**config.mk**
```make
export PLATFORM = sky130hd
export DESIGN_NAME = header_length_frame_receiver
export DESIGN_NICKNAME = d
export VERILOG_FILES = /design/src/hlfr_pkg.sv /design/src/hlfr_front.sv /design/src/hlfr_back.sv /design/src/header_length_frame_receiver.sv
export SDC_FILE = /design/constraint.sdc
export NUM_CORES = 1
export LEC_CHECK = 0
export BUFFER_PORTS_ARGS = -buffer_cell sky130_fd_sc_hd__buf_4
export CORE_ASPECT_RATIO = 0.9
export CORE_MARGIN = 2
export CORE_UTILIZATION = 30
export CTS_BUF_LIST = sky130_fd_sc_hd__clkbuf_4 sky130_fd_sc_hd__clkbuf_8
export CTS_CLUSTER_DIAMETER = 100
export DETAILED_ROUTE_END_ITERATION = 12
export GPL_TIMING_DRIVEN = 0
export PLACE_DENSITY = 0.44
export SETUP_SLACK_MARGIN = 0.15
export SYNTH_ARGS = -nofsm -noshare
export SYNTH_HDL_FRONTEND = slang
export SYNTH_SLANG_ARGS = --single-unit
```
**constraint.sdc**
```tcl
create_clock -name clk -period 8.57 [get_ports clk]
set_clock_uncertainty 0.05 [all_clocks]
set_input_delay 0.857 -clock clk [delete_from_list [all_inputs] [get_ports clk]]
set_output_delay 0.857 -clock clk [all_outputs]
set_load 0.05 [all_outputs]
```
**src/hlfr_pkg.sv**
```systemverilog
// Shared types and constants for the header/length frame receiver.
package hlfr_pkg;

	// Frame position counter: the longest frame is 255 + 3 bytes.
	localparam int POS_W = 9;
	typedef logic [POS_W-1:0] pos_t;
	typedef logic [POS_W:0]   pos_cmp_t;

	// Frame layout.
	localparam int FIRST_STORED = 2;   // length byte, first byte kept
	localparam int STORE_BYTES  = 7;   // bytes 2..8 reach the result
	localparam int LEN_BIAS     = 3;   // header and length byte
	localparam logic [7:0] PAYLOAD_LEN = 8'd6;

	// Header defaults.
	localparam logic [7:0] SYNC_FIRST_RST  = 8'hAA;
	localparam logic [7:0] SYNC_SECOND_RST = 8'h55;

	// Configuration register indexes.
	localparam int CFG_IDX_W = 2;
	localparam logic [CFG_IDX_W-1:0] CFG_SYNC_FIRST  = 2'd0;
	localparam logic [CFG_IDX_W-1:0] CFG_SYNC_SECOND = 2'd1;

	// Queue between front and back.
	localparam int QUEUE_DEPTH = 4;
	localparam int QPTR_W      = $clog2(QUEUE_DEPTH);
	localparam int QCNT_W      = $clog2(QUEUE_DEPTH + 1);

	typedef enum logic {
		OP_BYTE    = 1'b0,
		OP_RELEASE = 1'b1
	} op_t;

	typedef struct packed {
		op_t        op;
		logic [7:0] data;
	} q_entry_t;

	typedef struct packed {
		logic [7:0] byte0;
		logic [7:0] byte1;
	} sync_t;

	typedef struct packed {
		logic [7:0]  frame_length;
		logic [7:0]  command_type;
		logic [23:0] node_id;
		logic [15:0] payload;
		logic        payload_present;
	} frame_res_t;

endpackage

```
**src/hlfr_front.sv**
```systemverilog
// Input side: decode each word into an operation and queue it for the back end.
module hlfr_front (
	input  logic              clk,
	input  logic              arst_n,
	input  logic              in_valid,
	output logic              in_ready,
	input  logic              req_type,
	input  logic [7:0]        rx_byte,
	output logic              q_valid,
	input  logic              q_pop,
	output hlfr_pkg::q_entry_t q_head
);
	import hlfr_pkg::*;

	q_entry_t          ent_q [QUEUE_DEPTH];
	logic [QPTR_W-1:0] wr_ptr_q;
	logic [QPTR_W-1:0] rd_ptr_q;
	logic [QCNT_W-1:0] count_q;
	q_entry_t          entry;
	logic              push;

	// Classify the word.
	always_comb begin
		entry.op   = req_type ? OP_RELEASE : OP_BYTE;
		entry.data = rx_byte;
	end

	assign in_ready = (count_q != QCNT_W'(QUEUE_DEPTH));
	assign push     = in_valid && in_ready;
	assign q_valid  = (count_q != '0);
	assign q_head   = ent_q[rd_ptr_q];

	always_ff @(posedge clk or negedge arst_n) begin
		if (!arst_n) begin
			wr_ptr_q <= '0;
			rd_ptr_q <= '0;
			count_q  <= '0;
		end else begin
			if (push) begin
				wr_ptr_q <= (wr_ptr_q == QPTR_W'(QUEUE_DEPTH - 1)) ? '0 : wr_ptr_q + 1'b1;
			end
			if (q_pop) begin
				rd_ptr_q <= (rd_ptr_q == QPTR_W'(QUEUE_DEPTH - 1)) ? '0 : rd_ptr_q + 1'b1;
			end
			unique case ({push, q_pop})
				2'b10:   count_q <= count_q + 1'b1;
				2'b01:   count_q <= count_q - 1'b1;
				default: count_q <= count_q;
			endcase
		end
	end

	always_ff @(posedge clk) begin
		if (push) begin
			ent_q[wr_ptr_q] <= entry;
		end
	end

endmodule

```
**src/hlfr_back.sv**
```systemverilog
// Frame engine: header hunt, byte collection, completion and result register.
module hlfr_back (
	input  logic                 clk,
	input  logic                 arst_n,
	input  hlfr_pkg::sync_t      sync,
	input  logic                 q_valid,
	input  hlfr_pkg::q_entry_t   q_head,
	output logic                 q_pop,
	output logic                 out_valid,
	input  logic                 out_ready,
	output hlfr_pkg::frame_res_t res
);
	import hlfr_pkg::*;

	pos_t       pos_q, pos_d;
	logic       pending_q, pending_d;
	logic [7:0] store_q [STORE_BYTES];
	logic [7:0] store_d [STORE_BYTES];
	logic       out_valid_q;
	frame_res_t res_q, res_d;
	logic       emit;
	logic       clr;
	logic       take;

	assign take  = !out_valid_q || out_ready;
	assign q_pop = q_valid && take;

	always_comb begin
		pos_d     = pos_q;
		pending_d = pending_q;
		store_d   = store_q;
		emit      = 1'b0;
		clr       = 1'b0;
		if (q_pop) begin
			unique case (q_head.op)
				OP_RELEASE: begin
					if (pending_q) begin
						clr = 1'b1;
					end
				end
				OP_BYTE: begin
					if (!pending_q) begin
						if ((pos_q == pos_t'(0) && q_head.data != sync.byte0) ||
						    (pos_q == pos_t'(1) && q_head.data != sync.byte1)) begin
							clr = 1'b1;
						end else begin
							for (int i = 0; i < STORE_BYTES; i++) begin
								if (pos_q == pos_t'(FIRST_STORED + i)) begin
									store_d[i] = q_head.data;
								end
							end
							pos_d = pos_q + 1'b1;
							if (pos_cmp_t'(pos_d) >=
							    pos_cmp_t'(store_d[0]) + pos_cmp_t'(LEN_BIAS)) begin
								pending_d = 1'b1;
								emit      = 1'b1;
							end
						end
					end
				end
			endcase
		end
		if (clr) begin
			pos_d     = '0;
			pending_d = 1'b0;
			for (int i = 0; i < STORE_BYTES; i++) begin
				store_d[i] = '0;
			end
		end
	end

	// Unpack the frame bytes into result fields.
	always_comb begin
		res_d.frame_length    = store_d[0];
		res_d.command_type    = store_d[1];
		res_d.node_id         = {store_d[4], store_d[3], store_d[2]};
		res_d.payload_present = (store_d[0] == PAYLOAD_LEN);
		res_d.payload         = res_d.payload_present ? {store_d[6], store_d[5]} : 16'd0;
	end

	always_ff @(posedge clk or negedge arst_n) begin
		if (!arst_n) begin
			pos_q       <= '0;
			pending_q   <= 1'b0;
			out_valid_q <= 1'b0;
			for (int i = 0; i < STORE_BYTES; i++) begin
				store_q[i] <= '0;
			end
		end else begin
			pos_q     <= pos_d;
			pending_q <= pending_d;
			store_q   <= store_d;
			if (emit) begin
				out_valid_q <= 1'b1;
			end else if (out_ready) begin
				out_valid_q <= 1'b0;
			end
		end
	end

	always_ff @(posedge clk) begin
		if (emit) begin
			res_q <= res_d;
		end
	end

	assign out_valid = out_valid_q;
	assign res       = res_q;

`ifndef SYNTHESIS
	a_result_while_pending: assert property (@(posedge clk) disable iff (!arst_n)
		out_valid_q |-> pending_q)
		else $error("result waiting without a pending frame");

	a_pending_length: assert property (@(posedge clk) disable iff (!arst_n)
		pending_q |-> (pos_cmp_t'(pos_q) ==
		               pos_cmp_t'(store_q[0]) + pos_cmp_t'(LEN_BIAS)))
		else $error("pending frame position does not match its length");

	a_header_store_clear: assert property (@(posedge clk) disable iff (!arst_n)
		(pos_q < pos_t'(FIRST_STORED)) |-> (store_q[0] == 8'd0 && store_q[1] == 8'd0))
		else $error("store not clear during header hunt");

	a_pending_emits: assert property (@(posedge clk) disable iff (!arst_n)
		$rose(pending_q) |-> out_valid_q)
		else $error("frame completed without a result");
`endif

endmodule

```
**src/header_length_frame_receiver.sv**
```systemverilog
// Top level of the header/length frame receiver: configuration, front and back end.
//
// Receives one word per cycle. A word with req_type 0 carries a received byte;
// with req_type 1 it asks to release a pending frame. The receiver hunts for
// the two header bytes (sync_first, sync_second; reset 0xAA, 0x55), takes the
// next byte as length L and completes the frame after L+3 bytes in all, then
// presents one result: length, command type, 24-bit node id (byte 4 low)
// and, when L is 6, the 16-bit payload (byte 7 low) with payload_present set.
// A header byte that does not match restarts the hunt without retrying that
// byte. Bytes arriving while a frame is pending are dropped; a release clears
// the frame and rearms the hunt, and a release with nothing pending is ignored.
// Bytes beyond the ninth are not kept but still count toward L+3.
// Throughput is one word per cycle unless a result waits untaken on the output:
// the frame state updates once per word. Words enter a four-entry queue at the
// input and the back end takes one word per cycle from it while no result is
// held; a result is registered on the output when the back end takes the word
// that completes the frame, and stays there until taken while the queue keeps
// accepting input until it is full. Configuration writes are always
// accepted (cfg_ready is tied high); indexes beyond sync_second are dropped.
// Write configuration only while no words are in flight.
module header_length_frame_receiver (
	input  logic                           clk,
	input  logic                           arst_n,
	input  logic                           cfg_valid,
	output logic                           cfg_ready,
	input  logic [hlfr_pkg::CFG_IDX_W-1:0] cfg_index,
	input  logic [7:0]                     cfg_data,
	input  logic                           in_valid,
	output logic                           in_ready,
	input  logic                           req_type,
	input  logic [7:0]                     rx_byte,
	output logic                           out_valid,
	input  logic                           out_ready,
	output logic [7:0]                     frame_length,
	output logic [7:0]                     command_type,
	output logic [23:0]                    node_id,
	output logic [15:0]                    payload,
	output logic                           payload_present
);
	import hlfr_pkg::*;

	sync_t      sync_q;
	logic       q_valid;
	logic       q_pop;
	q_entry_t   q_head;
	frame_res_t res;

	// Header registers; take every write.
	assign cfg_ready = 1'b1;

	always_ff @(posedge clk or negedge arst_n) begin
		if (!arst_n) begin
			sync_q.byte0 <= SYNC_FIRST_RST;
			sync_q.byte1 <= SYNC_SECOND_RST;
		end else if (cfg_valid) begin
			unique case (cfg_index)
				CFG_SYNC_FIRST:  sync_q.byte0 <= cfg_data;
				CFG_SYNC_SECOND: sync_q.byte1 <= cfg_data;
				default: ;  // drop writes to unknown indexes
			endcase
		end
	end

	// Front: classify and queue incoming words.
	hlfr_front u_front (
		.clk      (clk),
		.arst_n   (arst_n),
		.in_valid (in_valid),
		.in_ready (in_ready),
		.req_type (req_type),
		.rx_byte  (rx_byte),
		.q_valid  (q_valid),
		.q_pop    (q_pop),
		.q_head   (q_head)
	);

	// Back: advance the frame state and hold the result until taken.
	hlfr_back u_back (
		.clk       (clk),
		.arst_n    (arst_n),
		.sync      (sync_q),
		.q_valid   (q_valid),
		.q_head    (q_head),
		.q_pop     (q_pop),
		.out_valid (out_valid),
		.out_ready (out_ready),
		.res       (res)
	);

	assign frame_length    = res.frame_length;
	assign command_type    = res.command_type;
	assign node_id         = res.node_id;
	assign payload         = res.payload;
	assign payload_present = res.payload_present;

endmodule

```
==> flow_metrics.tcl, run 1 <==
set metrics [dict create \
    cts-root-buf "clkbuf_8" \
    clk_pin_slew_ns 0.10 \
    grt_start_max_net_pins 91 \
    power_switching_share_pct 37.6 \
    io_buffers 82 \
    setup_viol 0 \
    core_area_um2 25300 \
    slew_violations 0 \
    yosysSeqAreaShare_pct 64.8 \
    numCtsBuffers 17 \
    cts.sinks 183 \
    syn_nets 591 \
    drv_cap 0 \
    power_density_nw_per_um2 259 \
    antenna_left 0 \
    worstMarginPinSlew_ns 1.30 \
    arrival_ns 5.46 \
    postCtsHoldBufs 0 \
    drc 0 \
    clock_latency_ns 0.46 \
    ir_drop_mv 0.117 \
    crit_path_start_kind "flip-flop" \
    ys_seq_elements 183 \
    overflow 0 \
    path_class "reg2reg" \
    ys_types 49 \
    diodes 0 \
    period_needed_ns 5.27 \
    gp_congestion 0.786 \
    htreeDepth 4 \
    clockBufferDepth 2 \
    drt_wl_total_um 17700 \
    drt-wirelength-per-cell_um 17.6 \
    start_util_pct 30.8 \
    hold_path_class "reg2reg" \
    power.leakage_nw 3.93 \
    rsz0062_at_grt "no" \
    outcome "complete, no violations" \
    grt_pass1_vias 4700 \
    routed-via-count 4521 \
    post_cts_buffers 0 \
    hold_viol 0 \
    place_ws_ns 3.29 \
    die_w_um 174 \
    ctsResizeCount 0 \
    critPathMaxFanout 14 \
    hpwl_um 11800 \
    comb_power_share_pct 32.4 \
    fin_area_um2 9300 \
    first_pass_iters 4 \
    drive_above_1_share_pct 28.1 \
    p_int_w 0.00150 \
    fp.dieH_um 157 \
    cts_tree "done" \
    rows 55 \
    placed_area_um2 8900 \
    ios 84 \
    drt_iter0_drc 261 \
    seqPwrFrac_pct 43.6 \
    yosysWarnings 0 \
    antenna_found_initial 0 \
    worstPathRequired_ns 8.75 \
    p_sw_w 0.000906 \
    die_area_um2 27300 \
    fmax_mhz 190 \
    synth.avg_cell_area_um2 14.3 \
    setup_ws_ns 3.30 \
    endpoint_kind "flip-flop" \
    slew_headroom_pct 13.3 \
    grt_usage_pct 13.6 \
    via_per_inst 4.49 \
    area_delta_synth_final_pct 19.1 \
    synth_area_um2 7800 \
    grt_pass1_wl_um 27800 \
    finalNetCount 697 \
    period_share_pct 61.5 \
    syn_inst 546 \
    power_frac_clock_pct 24.0 \
]
==> registers in the layout, summed over array words and instances, names as in the netlist <==
name and cells:
sync_q 16, u_front.ent_q 36, u_back.out_valid 1, u_back.pos_q 9
u_front.count_q 3, u_back.store_q 56, u_front.wr_ptr_q 2, u_back.pending_q 1
u_front.rd_ptr_q 2, u_back.res 57
==> layer usage <==
layer | routed length, µm | track usage, % | share of wire (%) | vias up
met1 | 8800 | 19.2 | 50 | 2241
met5 | 0 | 0 | 0 | -
met3 | 714 | 2.95 | 4.0 | 13
met4 | 210 | 3.96 | 1.2 | 0
met2 | 7970 | 21.0 | 45 | 96
li1 | - | - | - | 2171
==> worst max-delay path, cell delays in order (launching register included) <==
cell and delay (ns):
dfrtp_1 0.44, or4_1 0.59, or3_4 0.42, nor2_8 0.18, buf_2 0.25, mux2_2 0.37
inv_1 0.11, ha_1 0.25, ha_1 0.27, a21o_1 0.16, a21oi_1 0.14, nor2b_1 0.06
o21ai_0 0.15, a21oi_1 0.09, o41ai_1 0.63, nor3_2 0.27, buf_6 0.23, buf_4 0.20
buf_6 0.17
==> kinds of logic (layout without fill, tap and decap cells) <==
| kind of cell | Yosys count | in the layout | synth area share (%) |
|---|---|---|---|
| AO/OA/AOI/OAI | 36 | 36 | 3.50 |
| XOR/XNOR | 33 | 33 | 3.70 |
| adder cells (fa/ha/maj) | 21 | 21 | 3.46 |
| buffers and inverters | 43 | 162 | 2.69 |
| flip-flops | 183 | 183 | 64.8 |
| multiplexers | 83 | 83 | 12.5 |
| other | 1 | 1 | 0.0481 |
| AND/OR/NAND/NOR | 146 | 146 | 9.35 |
==> through the flow <==
step                TNS [ns]  instances  hold slack (ns)  total power [W]  utilization, %
CTS                        0       1007            0.468          0.00245            36.7
global route               0       1007            0.486          0.00256            36.7
detailed placement         0        975            0.449          0.00187            35.2
finish                     0       1007            0.467          0.00241            36.7
global placement      -70.96        970            0.433          0.00185            34.9
floorplan                  0        546            0.416          0.00159               -
==> worst paths after layout <==
| check | startpoint | cells past startpoint | end | slack [ns] |
|---|---|---|---|---|
| worst max-delay path | u_back.pos_q[4]$_DFFE_PN0P_ | 18 | u_back.res[35]$_DFFE_PP_ | 3.30 |
| worst min-delay path | u_front.count_q[2]$_DFFE_PN0P_ | 1 | u_front.count_q[2]$_DFFE_PN0P_ | 0.47 |
| worst max register to register | u_back.pos_q[4]$_DFFE_PN0P_ | 18 | u_back.res[35]$_DFFE_PP_ | 3.30 |
| worst min register to register | u_front.count_q[2]$_DFFE_PN0P_ | 1 | u_front.count_q[2]$_DFFE_PN0P_ | 0.47 |
| max in group asynchronous | arst_n | 1 | u_back.pos_q[5]$_DFFE_PN0P_ | 7.12 |
| min in group asynchronous | arst_n | 1 | u_back.store_q[3]$_DFF_PN0_ | 0.56 |
==> layout make-up <==
class                           instances  area (µm²)
Multi-Input combinational cell        320        2540
Buffer                                 28         154
Fill cell                            2516       16000
Inverter                               15        56.3
Tap cell                              342         428
Clock inverter                         13         131
Clock buffer                           19         262
Sequential cell                       183        5050
Timing Repair Buffer                   87         668
==> synthesized netlist by cell type (all sizes together) <==
| cell type | count | area share, % |
|---|---|---|
| fa | 1 | 0.26 |
| mux4 | 9 | 2.6 |
| or4 | 3 | 0.34 |
| a211oi | 4 | 0.38 |
| nand4 | 7 | 0.56 |
| o21ai | 8 | 0.56 |
| a22o | 10 | 1.1 |
| or3b | 1 | 0.11 |
| nand2 | 11 | 0.53 |
| a32o | 2 | 0.26 |
| o31ai | 4 | 0.45 |
| xor2 | 5 | 0.56 |
| a21o | 2 | 0.19 |
| clkbuf | 8 | 0.38 |
| xnor2 | 28 | 3.1 |
| nor3 | 16 | 1.4 |
| conb | 1 | 0.048 |
| mux2 | 21 | 3.0 |
| nor2 | 75 | 3.8 |
| buf | 20 | 1.6 |
| nand3 | 7 | 0.45 |
| nor3b | 1 | 0.096 |
| nor2b | 3 | 0.24 |
| or3 | 3 | 0.30 |
| and3 | 7 | 0.56 |
| edfxtp | 93 | 36 |
| nand3b | 1 | 0.096 |
| nand2b | 6 | 0.48 |
| mux2i | 53 | 6.8 |
| ha | 20 | 3.2 |
| dfrtp | 82 | 26 |
| o311ai | 1 | 0.11 |
| inv | 15 | 0.72 |
| o41ai | 2 | 0.22 |
| a21oi | 3 | 0.19 |
| and2 | 3 | 0.24 |
| nor4 | 2 | 0.16 |
| dfstp | 8 | 2.7 |
==> power groups by stage <==
| stage | Combinational [W] | Sequential, W | Clock, W |
|---|---|---|---|
| floorplan | 0.000524 | 0.00106 | 0 |
| global route | 0.000867 | 0.00106 | 0.000637 |
| CTS | 0.000803 | 0.00105 | 0.000600 |
| global placement | 0.000786 | 0.00107 | 0 |
| detailed placement | 0.000800 | 0.00107 | 0 |
| finish | 0.000780 | 0.00105 | 0.000578 |
==> placed cells by master, fill, tap and decap left out, drive strengths merged, types with 3 or more instances in the layout <==
| cell type | instances |
|---|---|
| and2 | 3 |
| xnor2 | 28 |
| a211oi | 4 |
| a22o | 10 |
| nand2b | 6 |
| mux2 | 21 |
| dfstp | 8 |
| nor2b | 3 |
| nor2 | 75 |
| a21oi | 3 |
| and3 | 7 |
| nand2 | 11 |
| o31ai | 4 |
| clkinv | 5 |
| or3 | 3 |
| xor2 | 5 |
| mux4 | 9 |
| nand3 | 7 |
| nand4 | 7 |
| ha | 20 |
| nor3 | 16 |
| inv | 21 |
| mux2i | 53 |
| clkbuf | 27 |
| edfxtp | 93 |
| or4 | 3 |
| dfrtp | 82 |
| o21ai | 8 |
| buf | 107 |
(Power assumes the default switching activity.)
==> run 2: changes to the inputs <==
==> constraint.sdc (replaced) <==
create_clock -name clk -period 5.5 [get_ports clk]
set_clock_uncertainty 0.05 [all_clocks]
set_input_delay 0.55 -clock clk [delete_from_list [all_inputs] [get_ports clk]]
set_output_delay 0.55 -clock clk [all_outputs]
set_load 0.05 [all_outputs]
==> run 2 against run 1 <==
  * Core utilization grew 0.059 points
  * Flip-flop and latch count stayed put
  * Clock power increased by 50%
  * Global-route usage is 0.58 points lower
  * Critical path type unchanged
  * Critical endpoint is now u_back.res[1]$_SDFFCE_PN0P_
  * Largest power group unchanged
==> flow_metrics.tcl, run 2 (same netlist as run 1, synthesis figures left out) <==
set metrics [dict create \
    outcome "complete, no violations" \
    period_needed_ns 5.02 \
    routed-via-count 4584 \
    finalNetCount 696 \
    cts_tree "done" \
    clockBufferDepth 2 \
    gr-usage-met3_pct 3.07 \
    fp.dieH_um 157 \
    period_share_pct 91.3 \
    drive_above_1_share_pct 28.0 \
    comb_power_share_pct 32.8 \
    core_area_um2 25300 \
    setup_ws_ns 0.478 \
    cp-startpoint "u_back.pos_q[5]$_DFFE_PN0P_" \
    grt_start_max_net_pins 91 \
    crit_path_end "u_back.res[1]$_SDFFCE_PN0P_" \
    power_density_nw_per_um2 400 \
    ios 84 \
    grt_use_met2_pct 19.9 \
    die_w_um 174 \
    gp_congestion 0.790 \
    drt-wirelength-per-cell_um 17.2 \
    fmax_mhz 199 \
    drt_wl_total_um 17300 \
    final_common_cell "edfxtp_1" \
    antenna_left 0 \
    rsz0062_at_grt "no" \
    worstPathRequired_ns 5.67 \
    via_per_inst 4.55 \
    die_area_um2 27300 \
    r2r_end "u_back.res[1]$_SDFFCE_PN0P_" \
    grt_usage_pct 13.0 \
    endpoint_kind "flip-flop" \
    power_w 0.00372 \
    io_buffers 82 \
    drc 0 \
    htreeDepth 4 \
    finalNonFillerCells 1007 \
    largest_reg_flops 57 \
    cts-root-buf "clkbuf_8" \
    ctsResizeCount 0 \
    drv_cap 0 \
    grt.busiest_layer "met2" \
    ir_drop_mv 0.161 \
    first_pass_iters 4 \
    numCtsBuffers 17 \
    reg2reg_depth 17 \
    area_delta_synth_final_pct 19.3 \
    slew_headroom_pct 22.2 \
    rows 55 \
    grt_pass1_wl_um 26600 \
    antenna_found_initial 1 \
    clock_latency_ns 0.46 \
    place_ws_ns 0.508 \
    most-common-layout-cells "edfxtp_1 (93), buf_4 (84), dfrtp_1 (82), nor2_1 (74), mux2i_1 (53)" \
    seqPwrFrac_pct 44.0 \
    final.setup.tns_ns 0 \
    path_class "reg2reg" \
    reg2reg_from "u_back.pos_q[5]$_DFFE_PN0P_" \
    critPathMaxFanout 24 \
    worstMarginPinSlew_ns 1.17 \
    drt_iter0_drc 248 \
    clk_pin_slew_ns 0.10 \
    crit_path_start_kind "flip-flop" \
    overflow 0 \
    met1_usage_pct 18.2 \
    power.leakage_nw 3.93 \
    start_util_pct 30.8 \
    dp.cells 973 \
    p_int_w 0.00232 \
    power_switching_share_pct 37.7 \
    hold_viol 0 \
    setup_viol 0 \
    arrival_ns 5.19 \
    reg2reg_slack_ns 0.48 \
    grt_pass1_vias 4631 \
    hpwl_um 11700 \
    post_cts_buffers 0 \
    slew_violations 0 \
    cts.sinks 183 \
    postCtsHoldBufs 0 \
    utilization_pct 36.8 \
    hold_path_class "in2reg" \
    p_sw_w 0.00140 \
    power_frac_clock_pct 23.3 \
]
[run 2: cell count changes in the layout (fill, tap and decap cells not counted), sizes merged]
cell,delta
diode,+1
clkinvlp,+1
inv,+1
clkinv,-1
buf,-1
clkbuf,-1
[run 2: final cells by class]
type	instances	area [µm²]
inverters	15	56.3
fillers	2496	16000
multi-input cells	320	2550
repair buffers	86	691
flip-flops and latches	183	5050
diodes	1	2.50
well taps	342	428
clock inverters	14	135
clock buffers	18	241
plain buffers	28	154
[run 2: how the worst min path moves through the flow]
stage | startpoint | depth (start not counted) | end | slack (ns)
2_1_floorplan | arst_n | 0 | sync_q[10]$_DFFE_PN0P_ | 0.20
4_1_cts | rx_byte[0] | 1 | u_front.ent_q[1][0]$_DFFE_PP_ | 0.19
3_3_place_gp | u_front.count_q[2]$_DFFE_PN0P_ | 1 | u_front.count_q[2]$_DFFE_PN0P_ | 0.43
5_1_grt | rx_byte[0] | 1 | u_front.ent_q[1][0]$_DFFE_PP_ | 0.20
6_report | rx_byte[4] | 1 | u_front.ent_q[2][4]$_DFFE_PP_ | 0.24
3_5_place_dp | u_front.count_q[0]$_DFFE_PN0P_ | 1 | u_front.count_q[0]$_DFFE_PN0P_ | 0.45
[run 2: metrics by stage]
step,hold slack (ns),area (µm²)
2_1_floorplan,0.204,7820
3_3_place_gp,0.435,8860
3_5_place_dp,0.451,8930
4_1_cts,0.194,9310
5_1_grt,0.197,9310
6_report,0.237,9310
[run 2: power groups by stage]
| stage | logic (W) | clock network [W] | registers (W) |
|---|---|---|---|
| global route | 0.00135 | 0.000953 | 0.00165 |
| detailed placement | 0.00124 | 0 | 0.00167 |
| global placement | 0.00122 | 0 | 0.00166 |
| floorplan | 0.000825 | 0 | 0.00165 |
| finish | 0.00122 | 0.000866 | 0.00164 |
| CTS | 0.00125 | 0.000907 | 0.00164 |
[run 2: metal layers]
layer / up-vias / share of wire (%)
met3: 18 / 4.3
met1: 2285 / 49
met2: 104 / 45
met4: 0 / 1.5
met5: - / 0
li1: 2177 / -
[run 2: worst max-delay path, stage by stage, from the launching register on]
cell	delay, ns
dfrtp_1	0.42
or4_1	0.59
or3_4	0.41
nor2_8	0.18
buf_2	0.27
mux2_2	0.37
inv_1	0.11
ha_1	0.25
ha_1	0.27
a21o_1	0.15
a21oi_1	0.14
nor2b_1	0.06
o21ai_0	0.16
a21oi_1	0.09
o41ai_1	0.78
nor3_4	0.07
buf_16	0.21
buf_8	0.18
==> run 3: changes to the inputs <==
--- a/config.mk
+++ b/config.mk
@@ -13,6 +13,7 @@
 export CTS_CLUSTER_DIAMETER = 100
 export DETAILED_ROUTE_END_ITERATION = 12
 export GPL_TIMING_DRIVEN = 0
+export MAX_ROUTING_LAYER = met4
 export PLACE_DENSITY = 0.44
 export SETUP_SLACK_MARGIN = 0.15
 export SYNTH_ARGS = -nofsm -noshare
==> run 3 against run 2 <==
  * Cell area unchanged
  * Register-to-register slack about the same
  * Global-route usage increased by 0.42 points
  * Power decreased by 0.11%
  * Via count decreased by 0.39%
  * Count of clock-buffer cells in the layout unchanged
  * Fmax about the same
  * Largest cell class unchanged
==> flow_metrics.tcl, run 3 (same netlist as run 1, synthesis figures left out) <==
set metrics [dict create \
    placed_area_um2 8930 \
    grt_usage_pct 13.4 \
    start_util_pct 30.8 \
    htreeDepth 4 \
    cts_tree "done" \
    critPathMaxFanout 24 \
    reg2reg_slack_ns 0.48 \
    area_delta_synth_final_pct 19.3 \
    period_share_pct 91.3 \
    fillers 2496 \
    setup_viol 0 \
    period_needed_ns 5.02 \
    most-common-layout-cells "edfxtp_1 (93), buf_4 (84), dfrtp_1 (82), nor2_1 (74), mux2i_1 (53)" \
    fmax_mhz 199 \
    crit_path_start_kind "flip-flop" \
    hpwl_um 11700 \
    overflow 0 \
    core_area_um2 25300 \
    postCtsHoldBufs 0 \
    finalNetCount 696 \
    reg2reg_from "u_back.pos_q[5]$_DFFE_PN0P_" \
    grt_pass1_wl_um 26700 \
    power.leakage_nw 3.93 \
    power_density_nw_per_um2 399 \
    multiInputGateArea_um2 2550 \
    hold_viol 0 \
    slew_headroom_pct 21.8 \
    finalNonFillerCells 1007 \
    clock_latency_ns 0.46 \
    die_w_um 174 \
    regArea_um2 5050 \
    antenna_found_initial 1 \
    final.setup.tns_ns 0 \
    die_area_um2 27300 \
    hold_path_class "in2reg" \
    numCtsBuffers 17 \
    antenna_left 0 \
    grt_start_max_net_pins 91 \
    drt_wl_total_um 17300 \
    hold-path-cell-count 1 \
    path_class "reg2reg" \
    drv_cap 0 \
    cts-root-buf "clkbuf_8" \
    dp.cells 973 \
    outcome "complete, no violations" \
    r2r_end "u_back.res[1]$_SDFFCE_PN0P_" \
    min_to "u_front.ent_q[2][4]$_DFFE_PP_" \
    cts.sinks 183 \
    slew_violations 0 \
    worstMarginPinSlew_ns 1.17 \
    clockBufferDepth 2 \
    grt_pass1_vias 4632 \
    power_w 0.00372 \
    clk_pin_slew_ns 0.10 \
    ir_drop_mv 0.161 \
    drc 0 \
    ios 84 \
    post_cts_buffers 0 \
    largest_reg_flops 57 \
    fin_area_um2 9310 \
    hold_start "rx_byte[4]" \
    reg2reg_depth 17 \
    rsz0062_at_grt "no" \
    io_buffers 82 \
    first_pass_iters 6 \
    final_common_cell "edfxtp_1" \
    arrival_ns 5.19 \
    fp.dieH_um 157 \
    rows 55 \
    drt_iter0_drc 253 \
    ctsResizeCount 0 \
    endpoint_kind "flip-flop" \
    routed-via-count 4566 \
    drt-wirelength-per-cell_um 17.1 \
    worstPathRequired_ns 5.67 \
    drive_above_1_share_pct 28.0 \
    gp_congestion 0.801 \
    via_per_inst 4.53 \
]
==> run 3: cell counts in the layout (fill, tap and decap cells not counted) <==
No cell type changed its count.
==> run 3: layout make-up <==
| class | count | area share [%] |
|---|---|---|
| antenna | 1 | 0.0269 |
| buffer | 28 | 1.65 |
| clock buffer | 18 | 2.59 |
| clock inverter | 14 | 1.45 |
| inverter | 15 | 0.605 |
| multi-input combinational | 320 | 27.4 |
| sequential | 183 | 54.3 |
| tap | 342 | 4.59 |
| timing repair buffer | 86 | 7.42 |
==> run 3: report_power, final <==
| group | leakage (nW) | switching [W] | internal (W) | total, W |
|---|---|---|---|---|
| sequential | 2.17 | 0.0000637 | 0.00157 | 0.00164 |
| combinational | 1.57 | 0.000807 | 0.000409 | 0.00122 |
| clock | 0.184 | 0.000528 | 0.000338 | 0.000865 |
==> run 3: through the flow <==
stage | utilization, % | worst slack [ns] | hold WS [ns]
detailed placement | 35.3 | 0.508 | 0.451
global placement | 35.0 | -0.457 | 0.435
CTS | 36.7 | 0.493 | 0.194
finish | 36.8 | 0.480 | 0.238
global route | 36.8 | 0.197 | 0.195
floorplan | - | 0.450 | 0.204
==> run 3: routing by layer <==
layer,track usage [%],share of wire (%)
met1,18.4,49
met2,19.9,45
met3,3.04,4.3
met4,4.08,1.5
met5,-,0
==> run 3: worst max path at each step <==
stage | from | end | slack, ns | depth (start not counted)
2_1_floorplan | u_back.pos_q[5]$_DFFE_PN0P_ | u_back.res[0]$_DFFE_PP_ | 0.45 | 15
3_3_place_gp | u_back.pos_q[4]$_DFFE_PN0P_ | u_back.res[17]$_DFFE_PP_ | -0.46 | 15
3_5_place_dp | u_back.pos_q[5]$_DFFE_PN0P_ | u_back.res[25]$_DFFE_PP_ | 0.51 | 17
4_1_cts | u_back.pos_q[5]$_DFFE_PN0P_ | u_back.res[35]$_DFFE_PP_ | 0.49 | 17
5_1_grt | u_back.pos_q[5]$_DFFE_PN0P_ | u_back.res[39]$_DFFE_PP_ | 0.20 | 17
6_report | u_back.pos_q[5]$_DFFE_PN0P_ | u_back.res[1]$_SDFFCE_PN0P_ | 0.48 | 17
==> run 3: worst max-delay path: stages, from the launching register on <==
cell and delay, ns:
dfrtp_1 0.43, or4_1 0.59, or3_4 0.41, nor2_8 0.18, buf_2 0.26, mux2_2 0.37, inv_1 0.11, ha_1 0.25
ha_1 0.27, a21o_1 0.15, a21oi_1 0.14, nor2b_1 0.06, o21ai_0 0.16, a21oi_1 0.09, o41ai_1 0.78, nor3_4 0.07
buf_16 0.21, buf_8 0.18
